==> config.mk <==
export PLATFORM = sky130hd
export DESIGN_NAME = fles_ctrl
export DESIGN_NICKNAME = d
export VERILOG_FILES = /design/src/rtl/fles_pkg.sv /design/src/rtl/fles_ctrl.sv
export SDC_FILE = /design/constraint.sdc
export NUM_CORES = 1
export LEC_CHECK = 0
export BUFFER_PORTS_ARGS = -buffer_cell sky130_fd_sc_hd__clkbuf_2
export CAP_MARGIN = 20
export CORE_MARGIN = 3
export CORE_UTILIZATION = 45
export CTS_CLUSTER_DIAMETER = 80
export CTS_CLUSTER_SIZE = 24
export DETAILED_ROUTE_END_ITERATION = 16
export GPL_TIMING_DRIVEN = 0
export PLACE_DENSITY = 0.72
export SKIP_LAST_GASP = 1
export SLEW_MARGIN = 20
export SYNTH_ARGS = -nofsm -noshare
export SYNTH_HDL_FRONTEND = slang
export SYNTH_SLANG_ARGS = --single-unit
==> constraint.sdc <==
create_clock -name clk -period 5.07 [get_ports clk]
set_clock_uncertainty 0.15 [all_clocks]
set_input_delay 0.7605 -clock clk [delete_from_list [all_inputs] [get_ports clk]]
set_output_delay 0.7605 -clock clk [all_outputs]
set_load 0.02 [all_outputs]
==> src/rtl/fles_pkg.sv <==
// ----------------------------------------------------------------------------
// fles_pkg
// Shared types and constants of the flash log byte store.
// ----------------------------------------------------------------------------
package fles_pkg;

  localparam int PAGE_WORDS_DEF = 512;
  localparam int NUM_PAGES_DEF  = 4;

  localparam logic [15:0] MARK_WORD  = 16'hFEFF;
  localparam logic [15:0] BLANK_WORD = 16'hFFFF;
  localparam logic [7:0]  NO_ADDR    = 8'hFF;
  localparam logic [7:0]  NO_VALUE   = 8'hFF;
  localparam logic [7:0]  LAST_ADDR  = 8'hFE;

  localparam logic REQ_READ  = 1'b0;
  localparam logic REQ_WRITE = 1'b1;

  typedef enum logic [3:0] {
    ST_INIT,
    ST_IDLE,
    ST_SEEK_GO,
    ST_SEEK,
    ST_SEEK_END,
    ST_APP_RD,
    ST_APP_WR,
    ST_CHK_RD,
    ST_CHK,
    ST_PRG_RD,
    ST_PRG_WR,
    ST_NEXT,
    ST_ERASE,
    ST_FINISH
  } state_t;

  typedef struct packed {
    logic       reformatted;
    logic       compacted;
    logic       appended;
    logic [7:0] read_value;
  } res_t;

endpackage

==> src/rtl/fles_ctrl.sv <==
// ----------------------------------------------------------------------------
// fles_ctrl
// Sequencer: log search, append, compaction, page erase and store wipe.
// ----------------------------------------------------------------------------
module fles_ctrl
  import fles_pkg::*;
#(
  parameter int PAGE_WORDS = PAGE_WORDS_DEF,
  parameter int NUM_PAGES  = NUM_PAGES_DEF,
  parameter int AW         = $clog2(PAGE_WORDS * NUM_PAGES)
) (
  input  logic          clk,
  input  logic          rst_n,
  // request
  input  logic          req_valid,
  output logic          req_ready,
  input  logic          req_type,
  input  logic [7:0]    req_addr,
  input  logic [7:0]    req_value,
  // result
  output logic          res_valid,
  input  logic          res_ready,
  output res_t          res,
  // memory
  output logic          mem_we,
  output logic [AW-1:0] mem_waddr,
  output logic [15:0]   mem_wdata,
  output logic [AW-1:0] mem_raddr,
  input  logic [15:0]   mem_rdata
);

  localparam int TW    = PAGE_WORDS * NUM_PAGES;
  localparam int CW    = $clog2(TW + 1);
  localparam int PGW   = $clog2(NUM_PAGES);
  localparam int KW    = $clog2(PAGE_WORDS);
  localparam int LIMIT = PAGE_WORDS * (NUM_PAGES - 1) - 2;

  state_t         state_r, state_nxt;
  logic           kind_r, kind_nxt;
  logic [7:0]     addr_r, addr_nxt;
  logic [7:0]     val_r, val_nxt;
  logic [7:0]     old_r, old_nxt;
  logic [7:0]     found_r, found_nxt;
  logic [7:0]     key_r, key_nxt;
  logic [PGW-1:0] start_r, start_nxt;
  logic [AW-1:0]  sbase_r, sbase_nxt;
  logic [CW-1:0]  count_r, count_nxt;
  logic [CW-1:0]  pos_r, pos_nxt;
  logic [AW-1:0]  idx_r, idx_nxt;
  logic [PGW-1:0] pg_r, pg_nxt;
  logic [KW-1:0]  wip_r, wip_nxt;
  logic [KW-1:0]  kept_r, kept_nxt;
  logic           cmp_r, cmp_nxt;
  logic           fin_r, fin_nxt;
  logic           app_r, app_nxt;
  logic           comp_r, comp_nxt;
  logic           wipe_r, wipe_nxt;

  logic [AW-1:0]  tgt_base;
  logic [PGW-1:0] tgt_page;
  logic [7:0]     skey;
  logic           hit;
  logic [CW-1:0]  count_inc;
  logic           keep_ok;
  logic [AW-1:0]  prg_addr;

  // log position to memory word, wrapping once around the store
  function automatic logic [AW-1:0] slot(input logic [CW-1:0] p, input logic [AW-1:0] sb);
    logic [CW:0] s;
    s = {1'b0, p} + (CW+1)'(sb) + (CW+1)'(1);
    if (s >= (CW+1)'(TW)) begin
      s = s - (CW+1)'(TW);
    end
    return AW'(s);
  endfunction

  // page before the start page
  assign tgt_base  = (sbase_r == '0) ? AW'(TW - PAGE_WORDS) : sbase_r - AW'(PAGE_WORDS);
  assign tgt_page  = (start_r == '0) ? PGW'(NUM_PAGES - 1) : start_r - PGW'(1);
  assign skey      = cmp_r ? key_r : addr_r;
  assign hit       = (mem_rdata[7:0] == skey);
  assign count_inc = count_r + CW'(1);
  assign keep_ok   = ((KW+1)'(kept_r) + (KW+1)'(1)) < (KW+1)'(PAGE_WORDS);
  assign prg_addr  = tgt_base + AW'(kept_r) + AW'(1);

  // next state
  always_comb begin
    state_nxt = state_r;
    unique case (state_r)
      ST_INIT: begin
        if (idx_r == AW'(TW - 1)) state_nxt = fin_r ? ST_FINISH : ST_IDLE;
      end
      ST_IDLE: begin
        if (req_valid) state_nxt = (req_addr == NO_ADDR) ? ST_FINISH : ST_SEEK_GO;
      end
      ST_SEEK_GO: state_nxt = ST_SEEK;
      ST_SEEK: begin
        if (hit || pos_r == '0) state_nxt = ST_SEEK_END;
      end
      ST_SEEK_END: begin
        if (cmp_r) begin
          state_nxt = (found_r != NO_VALUE && keep_ok) ? ST_PRG_RD : ST_NEXT;
        end else begin
          state_nxt = (kind_r == REQ_WRITE && found_r != val_r) ? ST_APP_RD : ST_FINISH;
        end
      end
      ST_APP_RD: state_nxt = ST_APP_WR;
      ST_APP_WR: state_nxt = (count_inc > CW'(LIMIT)) ? ST_CHK_RD : ST_FINISH;
      ST_CHK_RD: state_nxt = ST_CHK;
      ST_CHK:    state_nxt = (mem_rdata != BLANK_WORD) ? ST_INIT : ST_SEEK_GO;
      ST_PRG_RD: state_nxt = ST_PRG_WR;
      ST_PRG_WR: state_nxt = ST_NEXT;
      ST_NEXT:   state_nxt = (key_r == LAST_ADDR) ? ST_ERASE : ST_SEEK_GO;
      ST_ERASE: begin
        if (idx_r == AW'(TW - 1)) state_nxt = ST_FINISH;
      end
      ST_FINISH: begin
        if (res_ready) state_nxt = ST_IDLE;
      end
      default: state_nxt = ST_INIT;
    endcase
  end

  // outputs and datapath
  always_comb begin
    kind_nxt  = kind_r;
    addr_nxt  = addr_r;
    val_nxt   = val_r;
    old_nxt   = old_r;
    found_nxt = found_r;
    key_nxt   = key_r;
    start_nxt = start_r;
    sbase_nxt = sbase_r;
    count_nxt = count_r;
    pos_nxt   = pos_r;
    idx_nxt   = idx_r;
    pg_nxt    = pg_r;
    wip_nxt   = wip_r;
    kept_nxt  = kept_r;
    cmp_nxt   = cmp_r;
    fin_nxt   = fin_r;
    app_nxt   = app_r;
    comp_nxt  = comp_r;
    wipe_nxt  = wipe_r;
    mem_we    = 1'b0;
    mem_waddr = idx_r;
    mem_wdata = BLANK_WORD;
    mem_raddr = slot(count_r, sbase_r);
    req_ready = 1'b0;
    res_valid = 1'b0;
    unique case (state_r)
      ST_INIT: begin
        mem_we    = 1'b1;
        mem_wdata = (idx_r == '0) ? MARK_WORD : BLANK_WORD;
        idx_nxt   = idx_r + AW'(1);
        if (idx_r == AW'(TW - 1)) begin
          start_nxt = '0;
          sbase_nxt = '0;
          count_nxt = '0;
        end
      end
      ST_IDLE: begin
        req_ready = 1'b1;
        if (req_valid) begin
          kind_nxt = req_type;
          addr_nxt = req_addr;
          val_nxt  = req_value;
          old_nxt  = NO_VALUE;
          cmp_nxt  = 1'b0;
          app_nxt  = 1'b0;
          comp_nxt = 1'b0;
          wipe_nxt = 1'b0;
        end
      end
      ST_SEEK_GO: begin
        mem_raddr = slot(count_r, sbase_r);
        pos_nxt   = count_r;
      end
      ST_SEEK: begin
        mem_raddr = slot(pos_r - CW'(1), sbase_r);
        if (hit) begin
          found_nxt = mem_rdata[15:8];
        end else if (pos_r == '0) begin
          found_nxt = NO_VALUE;
        end else begin
          pos_nxt = pos_r - CW'(1);
        end
      end
      ST_SEEK_END: begin
        if (!cmp_r) old_nxt = found_r;
      end
      ST_APP_RD: begin
        mem_raddr = slot(count_r, sbase_r);
      end
      ST_APP_WR: begin
        mem_we    = 1'b1;
        mem_waddr = slot(count_r, sbase_r);
        mem_wdata = mem_rdata & {val_r, addr_r};
        count_nxt = count_inc;
        app_nxt   = 1'b1;
        if (count_inc > CW'(LIMIT)) comp_nxt = 1'b1;
      end
      ST_CHK_RD: begin
        mem_raddr = tgt_base;
      end
      ST_CHK: begin
        if (mem_rdata != BLANK_WORD) begin
          // target page dirty: wipe the whole store
          wipe_nxt = 1'b1;
          fin_nxt  = 1'b1;
          idx_nxt  = '0;
        end else begin
          mem_we    = 1'b1;
          mem_waddr = tgt_base;
          mem_wdata = MARK_WORD;
          key_nxt   = '0;
          kept_nxt  = '0;
          cmp_nxt   = 1'b1;
        end
      end
      ST_PRG_RD: begin
        mem_raddr = prg_addr;
      end
      ST_PRG_WR: begin
        mem_we    = 1'b1;
        mem_waddr = prg_addr;
        mem_wdata = mem_rdata & {found_r, key_r};
        kept_nxt  = kept_r + KW'(1);
      end
      ST_NEXT: begin
        key_nxt = key_r + 8'd1;
        idx_nxt = '0;
        pg_nxt  = '0;
        wip_nxt = '0;
      end
      ST_ERASE: begin
        mem_we    = (pg_r != tgt_page);
        mem_waddr = idx_r;
        mem_wdata = BLANK_WORD;
        idx_nxt   = idx_r + AW'(1);
        if (wip_r == KW'(PAGE_WORDS - 1)) begin
          wip_nxt = '0;
          pg_nxt  = pg_r + PGW'(1);
        end else begin
          wip_nxt = wip_r + KW'(1);
        end
        if (idx_r == AW'(TW - 1)) begin
          start_nxt = tgt_page;
          sbase_nxt = tgt_base;
          count_nxt = CW'(kept_r);
        end
      end
      ST_FINISH: begin
        res_valid = 1'b1;
      end
      default: begin
        mem_we = 1'b0;
      end
    endcase
  end

  assign res.read_value  = old_r;
  assign res.appended    = app_r;
  assign res.compacted   = comp_r;
  assign res.reformatted = wipe_r;

  // registers
  always_ff @(posedge clk) begin
    if (!rst_n) begin
      state_r <= ST_INIT;
      idx_r   <= '0;
      fin_r   <= 1'b0;
      cmp_r   <= 1'b0;
      start_r <= '0;
      sbase_r <= '0;
      count_r <= '0;
    end else begin
      state_r <= state_nxt;
      idx_r   <= idx_nxt;
      fin_r   <= fin_nxt;
      cmp_r   <= cmp_nxt;
      start_r <= start_nxt;
      sbase_r <= sbase_nxt;
      count_r <= count_nxt;
    end
  end

  always_ff @(posedge clk) begin
    kind_r  <= kind_nxt;
    addr_r  <= addr_nxt;
    val_r   <= val_nxt;
    old_r   <= old_nxt;
    found_r <= found_nxt;
    key_r   <= key_nxt;
    pos_r   <= pos_nxt;
    pg_r    <= pg_nxt;
    wip_r   <= wip_nxt;
    kept_r  <= kept_nxt;
    app_r   <= app_nxt;
    comp_r  <= comp_nxt;
    wipe_r  <= wipe_nxt;
  end

endmodule

# Word-level counts from Yosys, hierarchy flattened

Cells that the tools add are included.

Add/sub/neg operators: 18
$lt $le $gt $ge: 4
Equality and inequality tests: 34
Mux-type cells: 64
Bitwise operators: 2
Reductions and logical operators: 37

Operators with widths:

| cell                                                                 | count |
|---|---|
| one-hot mux 11 bit (3 select lines)                                  | 3 |
| 2-to-1 mux 11 bit                                                    | 7 |
| one-hot mux 16 bit (4 select lines)                                  | 1 |
| one-hot mux 4 bit (14 select lines)                                  | 1 |
| 2-to-1 mux 12 bit                                                    | 4 |
| 2-to-1 mux 8 bit                                                     | 6 |
| 2-to-1 mux 4 bit                                                     | 11 |
| 2-to-1 mux 9 bit                                                     | 4 |
| one-hot mux 12 bit (3 select lines)                                  | 1 |
| one-hot mux 9 bit (2 select lines)                                   | 2 |
| AND 16 bit                                                           | 2 |
| one-hot mux 8 bit (2 select lines)                                   | 2 |
| adder 12 x 11 -> 13 bit                                              | 2 |
| adder 13 x 1 -> 13 bit (second input constant)                       | 2 |
| greater-or-equal comparator 13 x 12 -> 1 bit (second input constant) | 2 |
| == test 4 bit (second input constant)                                | 6 |
| inequality test 2 bit (second input constant)                        | 12 |
| one-hot mux 12 bit (2 select lines)                                  | 1 |
| adder 11 x 1 -> 11 bit (second input constant)                       | 2 |
| zero test 11 bit                                                     | 2 |
| one-hot mux 11 bit (2 select lines)                                  | 1 |
| subtractor 11 x 1 -> 11 bit (second input constant)                  | 2 |
| AND reduction 3 bit                                                  | 7 |
| adder 9 x 1 -> 9 bit (second input constant)                         | 2 |
| 37 further kinds                                                     | 74 |

Bits in registers: 118
Logic and storage cells: 179

# Logic depth before layout (Yosys ltp)

Depth in word-level cells: 6
Mapped depth: 13

# Least setup slack after synthesis

No wires, ideal clock.

Path kind: flip-flop to output port
Start: register pos_r[0]
End: output mem_raddr[10]
Arrival time: 3.111 ns
Setup slack: 1.049 ns
Cell stages (with the launch flop): 13
Buffers on the path: 0
Path through: edfxtp_1 -> inv_1 -> ha_1 -> inv_1 -> or3_2 -> xnor2_1 -> ha_1 -> or3_1 -> o221a_2 -> a311oi_1 -> xnor2_1 -> a221oi_2 -> a22oi_1

Word-level cells in the longest chain between the ends: 6
Elaborated cells between the ends (all ways): 7
Those cells by class: add/sub (4); order compare (1); mux (2)

Ends and longest elaborated chain:

| element                                                                                     | line                             | source |
|---|---|---|
| start: declaration                                                                          | fles_ctrl.sv:48                  | `logic [CW-1:0] pos_r, pos_nxt;` |
| start signal: assignment                                                                    | fles_ctrl.sv:295                 | `pos_r <= pos_nxt;` |
| subtractor 12 x 1 -> 12 bit (*)                                                             | fles_ctrl.sv:180                 | `mem_raddr = slot(pos_r - CW'(1), sbase_r);` |
| adder 12 x 11 -> 13 bit (*)                                                                 | fles_ctrl.sv:70                  | `s = {1'b0, p} + (CW+1)'(sb) + (CW+1)'(1);` |
| adder 13 x 1 -> 13 bit (*)                                                                  | fles_ctrl.sv:70                  |  |
| subtractor 11 x 1 -> 11 bit or greater-or-equal comparator 13 x 12 -> 1 bit (tied branches) | fles_ctrl.sv:72, fles_ctrl.sv:71 |  |
| 2-to-1 mux 11 bit (*)                                                                       | fles_ctrl.sv:71                  | `if (s >= (CW+1)'(TW)) begin` |
| one-hot mux 11 bit (3 select lines) (*)                                                     | fles_ctrl.sv:151                 | `unique case (state_r)` |
| end: declaration                                                                            | fles_ctrl.sv:28                  | `output logic [AW-1:0] mem_raddr,` |

Mark *: on every way between the ends. The rest lies on a longest branch, timed or not.

# Final worst setup path

Same ends and word-level chain as after synthesis.

==> impl_metrics.json <==
{
  "clock_latency_ps": 430,
  "design_area_um2": 9520,
  "power_density_nw_per_um2": 246,
  "root_buffer": "clkbuf_16",
  "synth-async-reset-ratio": 0,
  "mappedNetlistNets": 1020,
  "antenna_found_initial": 0,
  "hpwl_um": 19200,
  "seq_area_frac_synth": 0.382,
  "final_common_cell": "nand2_1",
  "drive_above_1_share": 0.135,
  "syn_inst": 942,
  "num_antenna_cells": 0,
  "slew_headroom": 0.276,
  "cts_tree": "yes",
  "grt.total_usage": 0.255,
  "critPathArrivalTime_ps": 3910,
  "grt-ovfl-total": 0,
  "row_count": 48,
  "placeableCoreArea_um2": 17500,
  "placed_area_um2": 8900,
  "die_x_um": 141,
  "cts.sinks": 118,
  "yosys_warnings": 0,
  "final_cell_mix": "100 x nand2_1, 99 x nor2_1, 88 x clkbuf_2, 76 x edfxtp_1, 59 x o21ai_0",
  "p_total_mw": 2.35,
  "critPathMaxFanout": 4,
  "ir_drop_mv": 0.225,
  "syn_area_um2": 8170,
  "grt_max_degree": 19,
  "clock_path_buffers": 2,
  "post-route-min-period_ps": 4820,
  "final_antenna_net_count": 0,
  "endpoint_kind": "output pin",
  "clkTransAtPathRegs_ps": 60,
  "synth.avg_cell_area_um2": 8.68,
  "avgViaCountPerCell": 5.99,
  "die_h_um": 141,
  "synthFlopType": "edfxtp_1",
  "path_class": "flop to output pin",
  "final_nets": 1128,
  "cts_max_level": 4,
  "io_buffers": 88,
  "wl_um": 25400,
  "cts_hold_buf": 0,
  "cts_buffers": 17,
  "initial_core_util": 0.466,
  "drc": 0,
  "wl_per_cell_um": 19.7,
  "rsz0062_at_grt": "false",
  "yosys.cell_types.count": 67,
  "synth_edf_count": 76,
  "finalHoldViolCount": 0,
  "crit_path_start_kind": "flop",
  "grt_pass1_wl_um": 39800,
  "worst_ep_required_time_ps": 4160,
  "yosys_register_bits": 118,
  "timing.hold.ws_ps": 308,
  "worstMarginPinSlew_ps": 1080,
  "finalMaxSlewViolations": 0,
  "vias": 7716,
  "p_leak_nw": 3.66,
  "routabilityCongestion": 0.952,
  "finalSetupTns_ps": 0,
  "status": "completed",
  "drt_pass1_iterations": 6,
  "first_global_vias": 7348,
  "dieArea_um2": 19800,
  "drv_cap": 0,
  "clock.fmax_mhz": 207,
  "layout_setup_ws_ps": 245,
  "fillers": 1670,
  "fin_crit_sh": 0.952,
  "pin_count": 89,
  "drtIter0Drc": 821,
  "finalSetupViolations": 0,
  "worstHoldPathType": "flop to flop",
  "area_delta_synth_final_pct": 16.5,
  "dpl_worst_slack_ps": 553
}
==> sequential cells by signal, indices dropped and copies added, names as in the netlist, 4 cells and up <==
signal,flops
val_r,8
idx_r,11
wip_r,9
kept_r,9
count_r,12
pos_r,12
state_r,4
key_r,8
sbase_r,11
found_r,8
addr_r,8
old_r,8
==> logic make-up (layout without fill, tap and decap cells) <==
family / count (synthesis) / count (layout) / share of synthesized area
AOI/OAI and AO/OA: 213 / 213 / 0.166
buffers and inverters: 99 / 220 / 0.0482
adders and majority gates: 43 / 43 / 0.0680
and+or+nand+nor: 357 / 357 / 0.211
DFF: 118 / 118 / 0.382
xor gates and xnor gates: 86 / 86 / 0.0922
muxes: 26 / 26 / 0.0318
==> report_power, final <==
part	total, mW	internal [mW]	switching, mW
logic	0.0612	0.0246	0.0366
registers	1.02	1.02	0.00404
clock network	1.27	0.817	0.448
==> routing by layer <==
metal  up-vias  track usage  share of wire
met5         -            0              0
li1       3616            -              -
met4         0        0.110          0.038
met2       378        0.409           0.46
met1      3652        0.338           0.43
met3        70       0.0468          0.074
==> synth_stat cells, types with 7 or more instances <==
cell type  number  area share
clkbuf_1       36       0.017
inv_1          49       0.023
mux2i_1        26       0.032
nor3_1         23       0.014
edfxtp_1       76        0.28
xor2_1         40       0.043
ha_1           38       0.058
a31oi_1        14       0.011
nor2b_1        10      0.0077
o22ai_1         7      0.0054
nand2_1       100       0.046
a21oi_1        55       0.034
nand2b_1       17       0.013
nor2_1         99       0.045
nor4_1         11      0.0084
nand4_1        17       0.013
and2_1         10      0.0077
o21ai_0        60       0.037
o21a_1          9      0.0083
or3_1          16       0.012
dfxtp_1        42        0.10
nand3_1        31       0.019
xnor2_1        46       0.049
==> per-stage QoR <==
step / util / cells
finish: 0.543 / 1288
global route: 0.543 / 1288
CTS: 0.542 / 1287
detailed placement: 0.507 / 1255
global placement: 0.507 / 1255
floorplan: - / 942
==> repair_timing <==
action                                  in CTS  in global routing
buffers inserted                             0                  1
endpoints found under the setup margin       0                  2
gates resized for setup                      0                  1
==> final cells by class <==
class	count	area, µm²	area share
Buffer	49	206	0.0217
Clock buffer	18	429	0.0451
Clock inverter	14	183	0.0192
Inverter	50	188	0.0197
Multi-Input combinational cell	725	4660	0.490
Sequential cell	118	3120	0.328
Tap cell	225	282	0.0296
Timing Repair Buffer	89	448	0.0470
==> critical path, cell delays in order, from the launching register on <==
cell and delay, ps:
edfxtp_1 430, inv_1 100, ha_1 240, inv_1 100
or3_2 430, xnor2_1 160, ha_1 240, or3_1 380
o221a_2 310, a311oi_1 340, xnor2_1 220, a221oi_2 100
a22oi_2 240, clkbuf_2 210
==> worst paths after layout <==
| path | from | to | cells after the start | slack [ps] |
|---|---|---|---|---|
| setup / recovery | pos_r[0]$_DFFE_PP_ | mem_raddr[10] | 13 | 250 |
| hold / removal | fin_r$_SDFFE_PN0P_ | fin_r$_SDFFE_PN0P_ | 2 | 310 |
| setup reg to reg | state_r[1]$_SDFFE_PN0P_ | found_r[1]$_SDFFCE_PP1P_ | 6 | 1800 |
| hold reg to reg | fin_r$_SDFFE_PN0P_ | fin_r$_SDFFE_PN0P_ | 2 | 310 |
No activity file was read; power rests on OpenSTA's default activity.
